==> src/hdl/uml_pkg.sv <==
package uml_pkg;

   localparam int MAX_RADIUS    = 12;
   localparam int MAX_WIDTH     = 4096;
   localparam int MAX_HEIGHT    = 4096;
   localparam int TAP_BITS      = 12;
   localparam int GAIN_FRAC     = 12;
   localparam int SAMPLE_BITS   = 16;
   localparam int VSUM_BITS     = 24;
   localparam int THRESH_BITS   = 15;
   localparam int GAIN_BITS     = 16;
   localparam int RAD_BITS      = 4;
   localparam int DIM_BITS      = 13;
   localparam int NEAR_BITS     = 60;
   localparam int FAR_BITS      = 36;
   localparam int TAPS_BITS     = NEAR_BITS + NEAR_BITS + FAR_BITS;
   localparam int COL_BITS      = $clog2(MAX_WIDTH);
   localparam int ROW_BITS      = $clog2(MAX_HEIGHT + MAX_RADIUS + 2);
   localparam int WIN_LEN       = 2 * MAX_RADIUS + 1;
   localparam int WIN_IDX_BITS  = $clog2(WIN_LEN);
   localparam int STORE_DEPTH   = 2 * MAX_RADIUS * MAX_WIDTH;
   localparam int ADDR_BITS     = $clog2(STORE_DEPTH);
   localparam int LAG_BITS      = $clog2(MAX_RADIUS * MAX_WIDTH + MAX_RADIUS + 1);
   localparam int POS_BITS      =
      $clog2(MAX_WIDTH * MAX_HEIGHT + MAX_RADIUS * MAX_WIDTH + MAX_RADIUS + 1);
   localparam int QUEUE_DEPTH   = 4;
   localparam int QPTR_BITS     = $clog2(QUEUE_DEPTH);
   localparam int CSR_DATA_BITS = 60;
   localparam int CSR_IDX_BITS  = 3;

   typedef enum logic [CSR_IDX_BITS-1:0] {
      CSR_TAPS_NEAR   = 3'd0,
      CSR_TAPS_MIDDLE = 3'd1,
      CSR_TAPS_FAR    = 3'd2,
      CSR_RADIUS      = 3'd3,
      CSR_THRESHOLD   = 3'd4,
      CSR_GAIN        = 3'd5,
      CSR_WIDTH       = 3'd6,
      CSR_HEIGHT      = 3'd7
   } csr_index_type;

   typedef struct packed {
      logic signed [SAMPLE_BITS-1:0] sample;
      logic [ADDR_BITS-1:0]          waddr;
      logic                          store;
      logic                          emit;
      logic                          pass;
      logic                          last;
   } item_type;

   typedef struct packed {
      logic [RAD_BITS-1:0] radius;
      logic [DIM_BITS-1:0] width;
      logic [DIM_BITS-1:0] height;
      logic [LAG_BITS-1:0] lag;
      logic [POS_BITS-1:0] end_pos;
   } front_cfg_type;

   typedef struct packed {
      logic [TAPS_BITS-1:0]   taps;
      logic [RAD_BITS-1:0]    radius;
      logic [DIM_BITS-1:0]    width;
      logic [LAG_BITS-1:0]    lag;
      logic [THRESH_BITS-1:0] threshold;
      logic [GAIN_BITS-1:0]   gain;
   } back_cfg_type;

endpackage

==> src/hdl/uml_queue.sv <==
module uml_queue import uml_pkg::*; (
   input  logic     clock,
   input  logic     reset,
   input  logic     push,
   input  item_type push_data,
   output logic     full,
   input  logic     pop,
   output item_type pop_data,
   output logic     empty
);

   item_type slot_ff [QUEUE_DEPTH];
   logic [QPTR_BITS-1:0] wptr_ff, wptr_in, rptr_ff, rptr_in;
   logic [QPTR_BITS:0]   count_ff, count_in;

   assign full     = (count_ff == (QPTR_BITS + 1)'(QUEUE_DEPTH));
   assign empty    = (count_ff == '0);
   assign pop_data = slot_ff[rptr_ff];

   always_comb begin
      wptr_in  = push ? wptr_ff + QPTR_BITS'(1) : wptr_ff;
      rptr_in  = pop ? rptr_ff + QPTR_BITS'(1) : rptr_ff;
      count_in = count_ff;
      if (push && !pop) begin
         count_in = count_ff + (QPTR_BITS + 1)'(1);
      end else if (pop && !push) begin
         count_in = count_ff - (QPTR_BITS + 1)'(1);
      end
   end

   always_ff @(posedge clock) begin
      if (push) begin
         slot_ff[wptr_ff] <= push_data;
      end
   end

   always_ff @(posedge clock) begin
      if (reset) begin
         wptr_ff  <= '0;
         rptr_ff  <= '0;
         count_ff <= '0;
      end else begin
         wptr_ff  <= wptr_in;
         rptr_ff  <= rptr_in;
         count_ff <= count_in;
      end
   end

endmodule

==> config.mk <==
export PLATFORM = sky130hd
export DESIGN_NAME = uml_queue
export DESIGN_NICKNAME = d
export VERILOG_FILES = /design/src/hdl/uml_pkg.sv /design/src/hdl/uml_queue.sv
export SDC_FILE = /design/constraint.sdc
export NUM_CORES = 1
export LEC_CHECK = 0
export ABC_AREA = 1
export BUFFER_PORTS_ARGS = -buffer_cell sky130_fd_sc_hd__buf_2
export CELL_PAD_IN_SITES_DETAIL_PLACEMENT = 0
export CELL_PAD_IN_SITES_GLOBAL_PLACEMENT = 1
export CORE_MARGIN = 2
export CORE_UTILIZATION = 47
export CTS_BUF_LIST = sky130_fd_sc_hd__clkbuf_16
export CTS_CLUSTER_SIZE = 25
export DETAILED_ROUTE_END_ITERATION = 7
export PLACE_DENSITY_LB_ADDON = 0.1
export SYNTH_ARGS = -nofsm -noshare
export SYNTH_HDL_FRONTEND = slang
export SYNTH_SLANG_ARGS = --single-unit
==> constraint.sdc <==
create_clock -name clock -period 2.1 [get_ports clock]
set_input_delay 0.105 -clock clock [delete_from_list [all_inputs] [get_ports clock]]
set_output_delay 0.105 -clock clock [all_outputs]
set_load 0.005 [all_outputs]
# Yosys cells after proc, flatten, opt, wreduce, memory -nomap -nowiden
# Memories as Yosys holds them, arrays and structs flattened. A register that Yosys moved wholly into a read port is not among the register bits.
# Index checks and enable logic that the tools add are counted.
# W data, S select, Z words.
[op_classes]
mux = 6
add_sub_neg = 4
reduce_logical = 6
eq_ne = 1
[ops]
columns = ["op", "n"]
rows = [
  ["$mux W3", 2],
  ["$add A2 B1 Y2 const B", 2],
  ["$mux W2", 2],
  ["$add A3 B1 Y3 const B", 1],
  ["$eq A3 B3 Y1 const B", 1],
  ["$logic_not A3 Y1", 1],
  ["$sub A3 B1 Y3 const B", 1],
  ["$logic_and A1 B1 Y1", 2],
  ["$logic_not A1 Y1", 2],
  ["$mux W1", 2],
  ["$reduce_bool A2 Y1", 1],
]
[word_totals]
elab_cells = 21
regBits = 7
inputBits = 41
mem_bits_rw = 148
output_inout_bits = 39
n_memories = 1
[memory_table]
columns = ["name", "depth", "width", "rd", "rd_clocked_by_memory_dff", "wr", "line", "source"]
rows = [
  ["slot_ff", 4, 37, 1, 1, 1, "uml_queue.sv:12", "item_type slot_ff [QUEUE_DEPTH];"],
]

# Longest topological paths before layout
[depth]
depth_word = 4
mapped_depth = 10
depth_no_buf = 10

# Worst setup path after synthesis
# OpenSTA, ideal clock, no wires.
[synth_path]
kind = "reg-to-reg"
start = "register wptr_ff[0]"
end = "memory slot_ff[2][0] (netlist name) (enable)"
n_path_buf = 0
t_required_ns = 1.708
path_slack_ns = 0.391
path_stages_with_launch = 5
arrival_time_ns = 1.318
synth_period_minus_slack_ns = 1.709
setup_time_ns = 0.392
cell_sequence = "dfxtp_1 -> inv_1 -> ha_1 -> nand2_1 -> inv_1"
[synth_rtl]
columns = ["item", "line", "source"]
rows = [
  ["from (decl)", "uml_queue.sv:13", "logic [QPTR_BITS-1:0] wptr_ff, wptr_in, rptr_ff, rptr_in;"],
  ["from (signal assigned)", "uml_queue.sv:43", "wptr_ff <= wptr_in;"],
  ["to (decl)", "uml_queue.sv:12", ""],
]
# No word-level cell before the write port.

==> impl_metrics.ini <==
[clock_tree]
tritoncts.num_buffers = 17
cts_sinks = 157
cts.clk_slew.worst_paths_ns = 0.06
cts_tree = built
post_cts_resized = 0
cts_setup_buffers = 0
worstSkewPairLatency_ns = 0.41
h-tree-depth = 4
ctsLongestPathBuffers = 2
cts_root_buffer = clkbuf_16

[pwr]
pwr-share-clk_pct = 42.0
internal_power_w = 0.00581
p_leak_nw = 2.74
p_comb_share_pct = 9.1
switching_share_pct = 21.2
power_per_cell_area_nw_per_um2 = 978
seq_power_share_pct = 48.9
switchingPower_w = 0.00156
vdd_drop_max_mv = 0.582

[run_status]
status = finished clean

[floorplanning]
core_um2 = 12500
die_h_um = 116
die_w_um = 116
dieArea_um2 = 13500
num_rows = 41
initial_core_util_pct = 47.6
ios = 80

[timing]
tns_ns = 0
grt_setup_unrepaired = no
post-route-min-period_ns = 1.88
worst_slack_ns = 0.219
finalCritPeriodShare_pct = 89.6
slew_violations = 0
slew_headroom_pct = 69.9
clock_skew_ns = 0.00396
tightest_slew_ns = 0.451
hold_viol = 0
max_freq_mhz = 532
setup_viol = 0

[critical_path]
r2r_slack_ns = 0.76
worstSetupEndpoint = pop_data[6]
crit_arrival_ns = 1.78
path_class = flip-flop to output pin
rr_endpoint = slot_ff[0][25]
critPathLaunchType = flip-flop
end_kind = output pin
critPathMaxStageDelay_ns = 0.34
rr_worst_depth = 5
r2r_start = wptr_ff[0]
worstPathMaxFanout = 22
crit_path_top_delay_cell = dfxtp_2
cp.required_ns = 2.00
path_cells = inv_2 > buf_4 > nor2_1 > o22ai_1 > buf_2

[global_routing]
grt_pass1_wl_um = 18400
antenna_found_initial = 0
grt_pass1_vias = 3562
grt_max_degree = 75
track_usage_pct = 18.7
gr-total-overflow = 0

[routing]
vias_per_cell = 5.02
drcViolationCount = 0
routedWlPerCell_um = 16.4
drtIter0Drc = 316
routed_wl_um = 11900
antenna_left = 0
firstDrtPassIters = 5
vias = 3642

[logic_synthesis]
yosysWarnings = 0
synth.net_count = 463
syn_inst = 416
synth_area_per_cell_um2 = 14.3
syn-cell-area_um2 = 5930
synth_seq_area_share_pct = 77.9
synth_cell_type_count = 21
synth_seq_cells = 157

[layout]
layout_common_cells = 148 x edfxtp_1, 80 x nor2_1, 79 x buf_2
diodes = 0
nets = 587
syn_to_final_growth_pct = 27.1
final_common_cell = edfxtp_1
drive_gt1_share_pct = 22.1

[placement]
place.gp.congestion = 0.741
io_buffers = 79
dp_hpwl_um = 6360
place_ws_ns = 0.643

[hold_path]
hp-class = input pin to flip-flop

[run]
cap_violations = 0
-- metal layers --
layer  vias to the layer above  global-route usage [%]  routed length, um
met5                         -                       0                  0
met1                      1739                    22.7               5190
met2                        93                    31.9               5810
met4                         0                    7.62                206
met3                        15                    4.88                697
li1                       1795                       -                  -
-- area by class of cell --
type	count	area, um^2
Clock inverter	15	176
Sequential cell	157	4630
Timing Repair Buffer	128	946
Inverter	17	63.8
Clock buffer	17	425
Multi-Input combinational cell	219	1090
Fill cell	1014	4920
Tap cell	172	215
-- worst min path at each step --
stage | cells past startpoint | endpoint | startpoint
floorplan | 1 | count_ff[0] | reset
global placement | 2 | count_ff[0] | reset
detailed placement | 2 | count_ff[0] | reset
CTS | 3 | wptr_ff[0] | push
global route | 3 | wptr_ff[0] | push
finish | 3 | wptr_ff[0] | push
-- repair_timing --
action	4_1_cts	5_1_grt
hold buffers	38	0
endpoints found under the hold margin	149	0
setup endpoints to repair	0	0
-- cell usage after synthesis --
master      n  area share [%]
nor3_1      2            0.17
buf_2       4            0.34
nand4_1     1            0.11
o22ai_1    37             3.9
fa_1        1            0.34
clkbuf_1    9            0.57
xor2_1      1            0.15
inv_2       1           0.063
inv_1      16             1.0
o21ai_1    28             2.4
edfxtp_1  148              75
buf_6       8             1.5
nor2_1     80             5.1
dfxtp_1     9             3.0
buf_4       1            0.13
ha_1        5             1.1
nand3_1     1           0.084
a21oi_1     3            0.25
clkbuf_2    1           0.084
nand2_1     9            0.57
o21ai_0    51             4.3
-- power groups by stage --
stage / registers (W) / logic [W] / clock network (W)
6_report: 0.00361 / 0.000671 / 0.00310
5_1_grt: 0.00362 / 0.000756 / 0.00328
4_1_cts: 0.00361 / 0.000683 / 0.00315
3_5_place_dp: 0.00368 / 0.000625 / 0
3_3_place_gp: 0.00367 / 0.000615 / 0
2_1_floorplan: 0.00367 / 0.000338 / 0
-- sequential cells by signal, indices dropped and copies added, names as in the netlist, named ones only --
name / count
count_ff: 3
rptr_ff: 2
slot_ff: 148
wptr_ff: 2
-- through the flow --
step / total power (W) / instance area [um^2] / instances / util, % / hold WS (ns)
floorplan: 0.00401 / 5930 / 416 / - / 0.177
global placement: 0.00429 / 6560 / 655 / 52.6 / 0.281
detailed placement: 0.00430 / 6560 / 655 / 52.6 / 0.284
CTS: 0.00744 / 7540 / 725 / 60.5 / 0.0195
global route: 0.00766 / 7540 / 725 / 60.5 / 0.0584
finish: 0.00738 / 7540 / 725 / 60.5 / 0.0367
-- cells by family after synthesis --
family                     share of synthesized area [%]
adders and majority gates                           1.39
xor gates and xnor gates                           0.148
buffers and inverters                               3.71
DFF                                                 77.9
and+or+nand+nor                                     5.99
AOI/OAI and AO/OA                                   10.8
-- worst max-delay path, delay by kind of cell, from the launching register on --
kind / cells / cell delay [ns]
compound gates: 1 / 0.19
flops: 1 / 0.34
simple gates: 1 / 0.06
buf+inv: 3 / 0.77
Note: power is estimated with default switching activity, not from simulation.
