**config.mk**
```make
export PLATFORM = sky130hd
export DESIGN_NAME = uml_front
export DESIGN_NICKNAME = d
export VERILOG_FILES = /design/src/hdl/uml_pkg.sv /design/src/hdl/uml_front.sv
export SDC_FILE = /design/constraint.sdc
export NUM_CORES = 1
export LEC_CHECK = 0
export BUFFER_PORTS_ARGS = -buffer_cell sky130_fd_sc_hd__buf_4
export CAP_MARGIN = 20
export CORE_MARGIN = 2
export CORE_UTILIZATION = 40
export CTS_CLUSTER_DIAMETER = 200
export DETAILED_ROUTE_END_ITERATION = 6
export GPL_TIMING_DRIVEN = 1
export HOLD_SLACK_MARGIN = 0.02
export MAX_ROUTING_LAYER = met4
export RECOVER_POWER = 50
export SLEW_MARGIN = 20
export SYNTH_ARGS = -nofsm -noshare
export SYNTH_HDL_FRONTEND = slang
export SYNTH_SLANG_ARGS = --single-unit
```
**constraint.sdc**
```tcl
create_clock -name clock -period 3.3 [get_ports clock]
set_clock_uncertainty 0.1 [all_clocks]
set_input_delay 0.165 -clock clock [delete_from_list [all_inputs] [get_ports clock]]
set_output_delay 0.165 -clock clock [all_outputs]
set_load 0.03 [all_outputs]
```
**src/hdl/uml_pkg.sv**
```systemverilog
package uml_pkg;

   localparam int MAX_RADIUS    = 12;
   localparam int MAX_WIDTH     = 4096;
   localparam int MAX_HEIGHT    = 4096;
   localparam int TAP_BITS      = 12;
   localparam int GAIN_FRAC     = 12;
   localparam int SAMPLE_BITS   = 16;
   localparam int VSUM_BITS     = 24;
   localparam int THRESH_BITS   = 15;
   localparam int GAIN_BITS     = 16;
   localparam int RAD_BITS      = 4;
   localparam int DIM_BITS      = 13;
   localparam int NEAR_BITS     = 60;
   localparam int FAR_BITS      = 36;
   localparam int TAPS_BITS     = NEAR_BITS + NEAR_BITS + FAR_BITS;
   localparam int COL_BITS      = $clog2(MAX_WIDTH);
   localparam int ROW_BITS      = $clog2(MAX_HEIGHT + MAX_RADIUS + 2);
   localparam int WIN_LEN       = 2 * MAX_RADIUS + 1;
   localparam int WIN_IDX_BITS  = $clog2(WIN_LEN);
   localparam int STORE_DEPTH   = 2 * MAX_RADIUS * MAX_WIDTH;
   localparam int ADDR_BITS     = $clog2(STORE_DEPTH);
   localparam int LAG_BITS      = $clog2(MAX_RADIUS * MAX_WIDTH + MAX_RADIUS + 1);
   localparam int POS_BITS      =
      $clog2(MAX_WIDTH * MAX_HEIGHT + MAX_RADIUS * MAX_WIDTH + MAX_RADIUS + 1);
   localparam int QUEUE_DEPTH   = 4;
   localparam int QPTR_BITS     = $clog2(QUEUE_DEPTH);
   localparam int CSR_DATA_BITS = 60;
   localparam int CSR_IDX_BITS  = 3;

   typedef enum logic [CSR_IDX_BITS-1:0] {
      CSR_TAPS_NEAR   = 3'd0,
      CSR_TAPS_MIDDLE = 3'd1,
      CSR_TAPS_FAR    = 3'd2,
      CSR_RADIUS      = 3'd3,
      CSR_THRESHOLD   = 3'd4,
      CSR_GAIN        = 3'd5,
      CSR_WIDTH       = 3'd6,
      CSR_HEIGHT      = 3'd7
   } csr_index_type;

   typedef struct packed {
      logic signed [SAMPLE_BITS-1:0] sample;
      logic [ADDR_BITS-1:0]          waddr;
      logic                          store;
      logic                          emit;
      logic                          pass;
      logic                          last;
   } item_type;

   typedef struct packed {
      logic [RAD_BITS-1:0] radius;
      logic [DIM_BITS-1:0] width;
      logic [DIM_BITS-1:0] height;
      logic [LAG_BITS-1:0] lag;
      logic [POS_BITS-1:0] end_pos;
   } front_cfg_type;

   typedef struct packed {
      logic [TAPS_BITS-1:0]   taps;
      logic [RAD_BITS-1:0]    radius;
      logic [DIM_BITS-1:0]    width;
      logic [LAG_BITS-1:0]    lag;
      logic [THRESH_BITS-1:0] threshold;
      logic [GAIN_BITS-1:0]   gain;
   } back_cfg_type;

endpackage

```
**src/hdl/uml_front.sv**
```systemverilog
module uml_front import uml_pkg::*; (
   input  logic                          clock,
   input  logic                          reset,
   input  front_cfg_type                 cfg,
   input  logic                          hold,
   input  logic                          req_valid,
   output logic                          req_ready,
   input  logic signed [SAMPLE_BITS-1:0] req_lightness_in,
   input  logic                          req_pad,
   input  logic                          q_full,
   output logic                          q_push,
   output item_type                      q_data
);

   logic [COL_BITS-1:0]  col_ff, col_in;
   logic [ROW_BITS-1:0]  row_ff, row_in;
   logic [POS_BITS-1:0]  pos_ff, pos_in;
   logic [ADDR_BITS-1:0] addr_ff, addr_in;
   logic [COL_BITS-1:0]  ocol_ff, ocol_in;
   logic [ROW_BITS-1:0]  orow_ff, orow_in;

   logic accept, in_frame, emit, last, inner;

   assign req_ready = !q_full && !hold;
   assign accept    = req_valid && req_ready;
   assign in_frame  = (ROW_BITS + 1)'(row_ff) < (ROW_BITS + 1)'(cfg.height);
   assign q_push    = accept && !(req_pad && in_frame);

   assign emit = (pos_ff >= POS_BITS'(cfg.lag)) && (pos_ff < cfg.end_pos);
   assign last = (pos_ff == cfg.end_pos - POS_BITS'(1));

   assign inner = (cfg.radius != '0)
      && ((ROW_BITS + 1)'(orow_ff) >= (ROW_BITS + 1)'(cfg.radius))
      && ((ROW_BITS + 1)'(orow_ff) + (ROW_BITS + 1)'(cfg.radius)
          < (ROW_BITS + 1)'(cfg.height))
      && ((DIM_BITS + 1)'(ocol_ff) >= (DIM_BITS + 1)'(cfg.radius))
      && ((DIM_BITS + 1)'(ocol_ff) + (DIM_BITS + 1)'(cfg.radius)
          < (DIM_BITS + 1)'(cfg.width));

   always_comb begin
      q_data.sample = req_lightness_in;
      q_data.waddr  = addr_ff;
      q_data.store  = in_frame;
      q_data.emit   = emit;
      q_data.pass   = !inner;
      q_data.last   = last;
   end

   always_comb begin
      col_in  = col_ff;
      row_in  = row_ff;
      pos_in  = pos_ff;
      addr_in = addr_ff;
      ocol_in = ocol_ff;
      orow_in = orow_ff;
      if (q_push) begin
         pos_in  = pos_ff + POS_BITS'(1);
         addr_in = (addr_ff == ADDR_BITS'(STORE_DEPTH - 1)) ? '0 : addr_ff + ADDR_BITS'(1);
         if (DIM_BITS'(col_ff) + DIM_BITS'(1) >= cfg.width) begin
            col_in = '0;
            row_in = row_ff + ROW_BITS'(1);
         end else begin
            col_in = col_ff + COL_BITS'(1);
         end
         if (emit) begin
            if (DIM_BITS'(ocol_ff) + DIM_BITS'(1) >= cfg.width) begin
               ocol_in = '0;
               orow_in = orow_ff + ROW_BITS'(1);
            end else begin
               ocol_in = ocol_ff + COL_BITS'(1);
            end
            if (last) begin
               col_in  = '0;
               row_in  = '0;
               pos_in  = '0;
               addr_in = '0;
               ocol_in = '0;
               orow_in = '0;
            end
         end
      end
   end

   always_ff @(posedge clock) begin
      if (reset) begin
         col_ff  <= '0;
         row_ff  <= '0;
         pos_ff  <= '0;
         addr_ff <= '0;
         ocol_ff <= '0;
         orow_ff <= '0;
      end else begin
         col_ff  <= col_in;
         row_ff  <= row_in;
         pos_ff  <= pos_in;
         addr_ff <= addr_in;
         ocol_ff <= ocol_in;
         orow_ff <= orow_in;
      end
   end

endmodule

```
# Word-level counts from Yosys, hierarchy flattened
# Cells that the tools add are included.
totals:
  reg_bits: 92
  input_bits: 93
  output_inout_bits: 39
  elab_cells: 60
op_classes:
  addsub: 11
  magnitude_cmp: 9
  eq_ne: 2
  mux: 15
  n_reduce_logical: 17
ops:
  columns: ["operator", "n"]
  rows:
  - ["$mux 13", 5]
  - ["$mux 12", 5]
  - ["$mux 17", 3]
  - ["$mux 25", 2]
  - ["$add 12x1->13 const B", 2]
  - ["$add 13x1->13 const B", 2]
  - ["$ge 13x13->1", 2]
  - ["$lt 13x13->1", 2]
  - ["$add 25x1->25 const B", 1]
  - ["$eq 25x25->1", 1]
  - ["$ge 25x16->1", 1]
  - ["$lt 25x25->1", 1]
  - ["$sub 25x1->25 const B", 1]
  - ["$add 12x1->12 const B", 2]
  - ["$add 17x1->17 const B", 1]
  - ["$eq 17x17->1 const B", 1]
  - ["$add 13x4->14", 1]
  - ["$lt 14x13->1", 1]
  - ["$add 12x4->13", 1]
  - ["$ge 13x4->1", 1]
  - ["$ge 12x4->1", 1]
  - ["$logic_and 1x1->1", 9]
  - ["$logic_not 1->1", 4]
  - ["$reduce_bool 4->1", 1]
  - ["other kinds (3)", 3]

# Logic depth before layout (Yosys ltp)
depth:
  depth_word: 6
  depth_mapped: 17
  mapped_depth_nobuf: 17

# Worst setup path before layout
# No wires, ideal clock.
synth_timing:
  path_type: "input-to-reg"
  startpoint: "input cfg[1] (netlist bit)"
  endpoint: "register orow_ff[11]"
  setup_time_ns: 0.071
  arrival_ns: 3.433
  required_time_ns: 3.129
  slack_ns: -0.304
  stages: 13
  n_path_buf: 2
  path_cell_list: "inv_1 -> ha_1 -> or4b_1 -> or4_1 -> buf_2 -> or4_1 -> a21oi_2 -> nor3_1 -> nor4_4 -> a22oi_2 -> buf_6 -> or3_1 -> a21oi_1"
synth_via:
  elab_chain_cells: 4
  word_cells_on_any_way: 7
  cone_classes: "add/sub: 1; order compare: 1; eq/ne: 1; mux: 1; reduce/logical: 3"
synth_lines:
  columns: ["element", "line", "rtl"]
  rows:
  - ["start: declaration", "uml_front.sv:4", "input front_cfg_type cfg,"]
  - ["$sub 25x1->25", "uml_front.sv:30", "assign last = (pos_ff == cfg.end_pos - POS_BITS'(1));"]
  - ["$eq 25x25->1", "uml_front.sv:30", null]
  - ["$reduce_bool 2->1 (no line)", null, null]
  - ["$reduce_and 3->1 (no line)", null, null]
  - ["end signal: assignment", "uml_front.sv:98", "orow_ff <= orow_in;"]
  - ["end: declaration", "uml_front.sv:20", "logic [ROW_BITS-1:0] orow_ff, orow_in;"]
# Parallel ways exist; a longest one is shown, timed or not.
# A chain may end at the register's enable or synchronous reset.

==> results.toml <==
[setup_path]
crit_required_ps = 3030
most_numerous_cell_on_the_critical_path = "sky130_fd_sc_hd__nor2_1"
timing.critical_path.slowest_cell_delay_ps = 360
startpoint_class_of_the_critical_path = "flip-flop"
worst-endpoint-arrival_ps = 3480
setup.worst_path.class = "reg2out"
timing.critical_path.fanout_max = 2
setup.reg_to_reg.worst_slack_ps = -30
crit_path_end_kind = "output port"
path_cells = "ha_4 > inv_2 > fa_2 > nor2_1 > nor2_1 > nor2_1 > o211ai_1 > nor2_1 > xor2_1 > ha_1 > a21o_1 > a21o_1 > a2111oi_4 > nand4_1 > a41oi_2 > o211ai_1 > buf_4"
timing.critical_path.slowest_stage_cell = "sky130_fd_sc_hd__dfxtp_4"

[floorplanning]
coreArea_um2 = 21020
start_util = 0.4088
num_rows = 53
floorplan.io_pins = 132
die_width_um = 150.6
design.die.area_um2 = 22670
die_h_um = 150.6

[yosys]
synth.lib_cells_used.distinct = 68
muxShareOfSynthArea = 0.004659
commonest_cells_in_the_netlist = "sky130_fd_sc_hd__nor2_1, sky130_fd_sc_hd__ha_1, sky130_fd_sc_hd__inv_1"
synth-simple-area-share = 0.2469
syn_warnings = 0
synth_top_family_by_area = "simple AND/OR/NAND/NOR gates"
syn-cell-area_um2 = 8593
synth.most_common_cell = "sky130_fd_sc_hd__nor2_1"
postSynth.topFlopCell = "sky130_fd_sc_hd__dfxtp_1"
synthesis.nets = 1320
synth.yosys.seq_area_share = 0.2143
netlist.area_leader.share = 0.2143
synth_area_per_cell_um2 = 7.819
synth_enable_flop_cells = 0
synth.largest_area_cell = "sky130_fd_sc_hd__dfxtp_1"
synth_compound_gate_area_share = 0.1436
synth.ff_latch_count = 92
synth-xor-area-share = 0.1264
synthesis.instances = 1099
post_synthesis_async_set_or_reset_flop_share = 0
yosys-top-cells-area = "sky130_fd_sc_hd__dfxtp_1, sky130_fd_sc_hd__ha_1, sky130_fd_sc_hd__xor2_1"
yosys.area_share.adder = 0.1881

[power_and_ir_drop]
net-switching-power_mw = 0.7240
intPower_mw = 1.834
static-leakage-power_nw = 5.169
seq_power_share = 0.435
ir_worst_vdd_uv = 237.8
power.share.switching = 0.2830
pwr-share-comb = 0.150
power_density_nw_per_um2 = 230.5
power.share.clock = 0.415

[cells_and_area]
layoutNonFillerInstCount = 1577
final.fill_count = 2017
n_antenna_cell = 0
drive_above_1_share = 0.2427
syn_to_final_growth_pct = 29.18
nets = 1518
final_core_utilization = 0.5281
finish.instance_area_um2 = 11100

[global_route]
grt_util_met1 = 0.2814
grt.overflow.total = 0
grt_pass1_vias = 7703
antenna_found_initial = 0
grt_first_pass_wirelength_mm = 37.43
global_route.usage.met2 = 0.3373
gr-usage-met3 = 0.01909
grt_start_max_net_pins = 34
global_routing_s_busiest_layer = "met2"
global_route.usage.total = 0.2111

[drt]
detailroute.via_count = 8244
firstDrtPassIters = 5
drt.antenna.violating_nets = 0
vias_per_cell = 5.228
detailedRoute.firstIterationViolations = 407
finalWirelength_mm = 23.38
drc = 0
routed_wire_length_per_instance_um = 14.82

[flow_run]
timing.max_cap.violations = 0

[placed_design]
setup_slack_placement_ps = -285.7
post_dp_cell_area_um2 = 10450
dp_hpwl_mm = 18.84
numPortBuffers = 99
rd_place_congestion = 0.8963
place.detailed.instances = 1543

[clock_network]
cts_sinks = 92
cts_clock_pin_slew_for_the_worst_setup_and_hold_paths_ps = 70
clock_buffers_created_by_tritoncts = 9
ctsRootBufferMaster = "sky130_fd_sc_hd__clkbuf_16"
cts.path.max_buffers = 2
h-tree-depth = 3
clock_tree_from_tritoncts = "built"
clock_latency_reported_for_the_late_side_of_the_worst_skew_pair_ps = 360

[timing]
setup_ws_ps = -449.5
hold_viol = 0
tightest_slew_margin_relative_to_the_limit = 0.5556
fmax_mhz = 266.7
hold_ws_ps = 230.0
final_max_slew_viol_count = 0
finalCriticalPeriod_ps = 3750
worst_slew_pin_slew_ps = 658.1
setup_violations = 4
grt_setup_unrepaired = "true"
finalCritPeriodShare = 1.136

[status]
outcome = "finished with violations"
violations = "negative setup slack"

[min_path]
hold_class = "in2out"
## layout make-up
class                      instances  area, um2  share of cell area
tap                              275      344.1             0.03100
timing repair buffer             243       1829              0.1648
clock inverter                     7      78.83            0.007101
clock buffer                       9      225.2             0.02029
inverter                          95      361.6             0.03257
multi-input combinational        856       6404              0.5769
sequential                        92       1858              0.1674
## path summary, 6_finish.rpt
check,cells after the start,start,to
hold / removal,0,req_lightness_in[8],q_data[29]
setup / recovery,17,orow_ff[0]$_SDFFE_PP0P_,q_data[1]
setup reg to reg,12,pos_ff[1]$_SDFFE_PP0P_,orow_ff[10]$_SDFFE_PP0P_
hold reg to reg,1,col_ff[11]$_SDFFE_PP0P_,col_ff[11]$_SDFFE_PP0P_
## power by group through the flow
stage	sequential, mW	clock (mW)	combinational (mW)
2_1_floorplan	1.14	0	0.215
3_3_place_gp	1.14	0	0.368
3_5_place_dp	1.14	0	0.371
4_1_cts	1.11	1.10	0.376
5_1_grt	1.11	1.14	0.427
6_report	1.11	1.06	0.384
## routing by layer
layer  up-vias  wire (um)  share of wire
met4         0        421          0.018
met2       155      10930           0.47
met3        27        809          0.035
li1       4251          -              -
met1      3811      11220           0.48
met5         -          0              0
## per-stage QoR
step | power (mW) | TNS [ps]
after global placement | 1.506 | -10100
after detailed placement | 1.510 | -17750
after floorplan | 1.354 | -360.6
after CTS | 2.589 | -484.8
final | 2.558 | -496.0
after global routing | 2.678 | -7713
## layout by cell type, fill, tap and decap left out, types with 4 or more instances in the layout
master | netlist | routed
sky130_fd_sc_hd__buf_4 | 19 | 211
sky130_fd_sc_hd__nor2_2 | 0 | 7
sky130_fd_sc_hd__buf_12 | 0 | 4
sky130_fd_sc_hd__xnor2_1 | 50 | 49
sky130_fd_sc_hd__and4_1 | 5 | 5
sky130_fd_sc_hd__o21ai_0 | 33 | 30
sky130_fd_sc_hd__nor2b_1 | 10 | 10
sky130_fd_sc_hd__dfxtp_1 | 92 | 81
sky130_fd_sc_hd__nor2_1 | 127 | 120
sky130_fd_sc_hd__nor3b_1 | 7 | 7
sky130_fd_sc_hd__nand3_1 | 48 | 45
sky130_fd_sc_hd__ha_1 | 126 | 122
sky130_fd_sc_hd__o21a_1 | 9 | 9
sky130_fd_sc_hd__mux2i_1 | 4 | 4
sky130_fd_sc_hd__or2_2 | 5 | 5
sky130_fd_sc_hd__nand3b_1 | 5 | 5
sky130_fd_sc_hd__a32o_1 | 8 | 8
sky130_fd_sc_hd__a21o_1 | 14 | 14
sky130_fd_sc_hd__clkbuf_16 | 0 | 9
sky130_fd_sc_hd__a21oi_2 | 1 | 6
sky130_fd_sc_hd__nand2_1 | 71 | 69
sky130_fd_sc_hd__dfxtp_2 | 0 | 10
sky130_fd_sc_hd__nand2b_1 | 10 | 9
sky130_fd_sc_hd__a21oi_1 | 44 | 38
sky130_fd_sc_hd__xor2_1 | 74 | 74
sky130_fd_sc_hd__a31oi_1 | 7 | 7
sky130_fd_sc_hd__o21bai_1 | 4 | 4
sky130_fd_sc_hd__and3_1 | 28 | 26
sky130_fd_sc_hd__and2_1 | 5 | 4
sky130_fd_sc_hd__inv_1 | 95 | 92
sky130_fd_sc_hd__nand4_1 | 31 | 31
sky130_fd_sc_hd__or3_1 | 14 | 14
sky130_fd_sc_hd__nor3_1 | 19 | 15
sky130_fd_sc_hd__o211ai_1 | 7 | 7
sky130_fd_sc_hd__buf_6 | 1 | 5
sky130_fd_sc_hd__a211oi_1 | 12 | 7
sky130_fd_sc_hd__nor4_1 | 14 | 13
sky130_fd_sc_hd__o31ai_1 | 8 | 6
sky130_fd_sc_hd__or4_1 | 11 | 8
sky130_fd_sc_hd__clkbuf_1 | 26 | 19
## flip-flops by register name, summed over array words and instances (netlist names)
name and count:
addr_ff 17, col_ff 12, ocol_ff 12, orow_ff 13, pos_ff 25, row_ff 13
## what timing repair did
action / 4_1_cts / 5_1_grt
hold buffers: 1 / 0
setup endpoints to repair: 63 / 93
pin swaps: 7 / 32
resized for setup: 10 / 65
cloned: 0 / 1
endpoints found under the hold margin: 2 / 0
buffers inserted: 3 / 14
## cell families after synthesis
kind of cell	Yosys count
compound gates	181
fa+ha+maj	128
mux	4
xor+xnor	124
buf+inv	151
simple gates	419
flops	92
## worst max-delay path, delay by kind of cell, from the launching register on
kind / cells / cell delay [ps]
DFF: 1 / 360
AOI/OAI and AO/OA: 6 / 1100
buffers and inverters: 2 / 220
and+or+nand+nor: 5 / 570
xor gates and xnor gates: 1 / 150
adders and majority gates: 3 / 710
No activity file was read; power rests on OpenSTA's default activity.
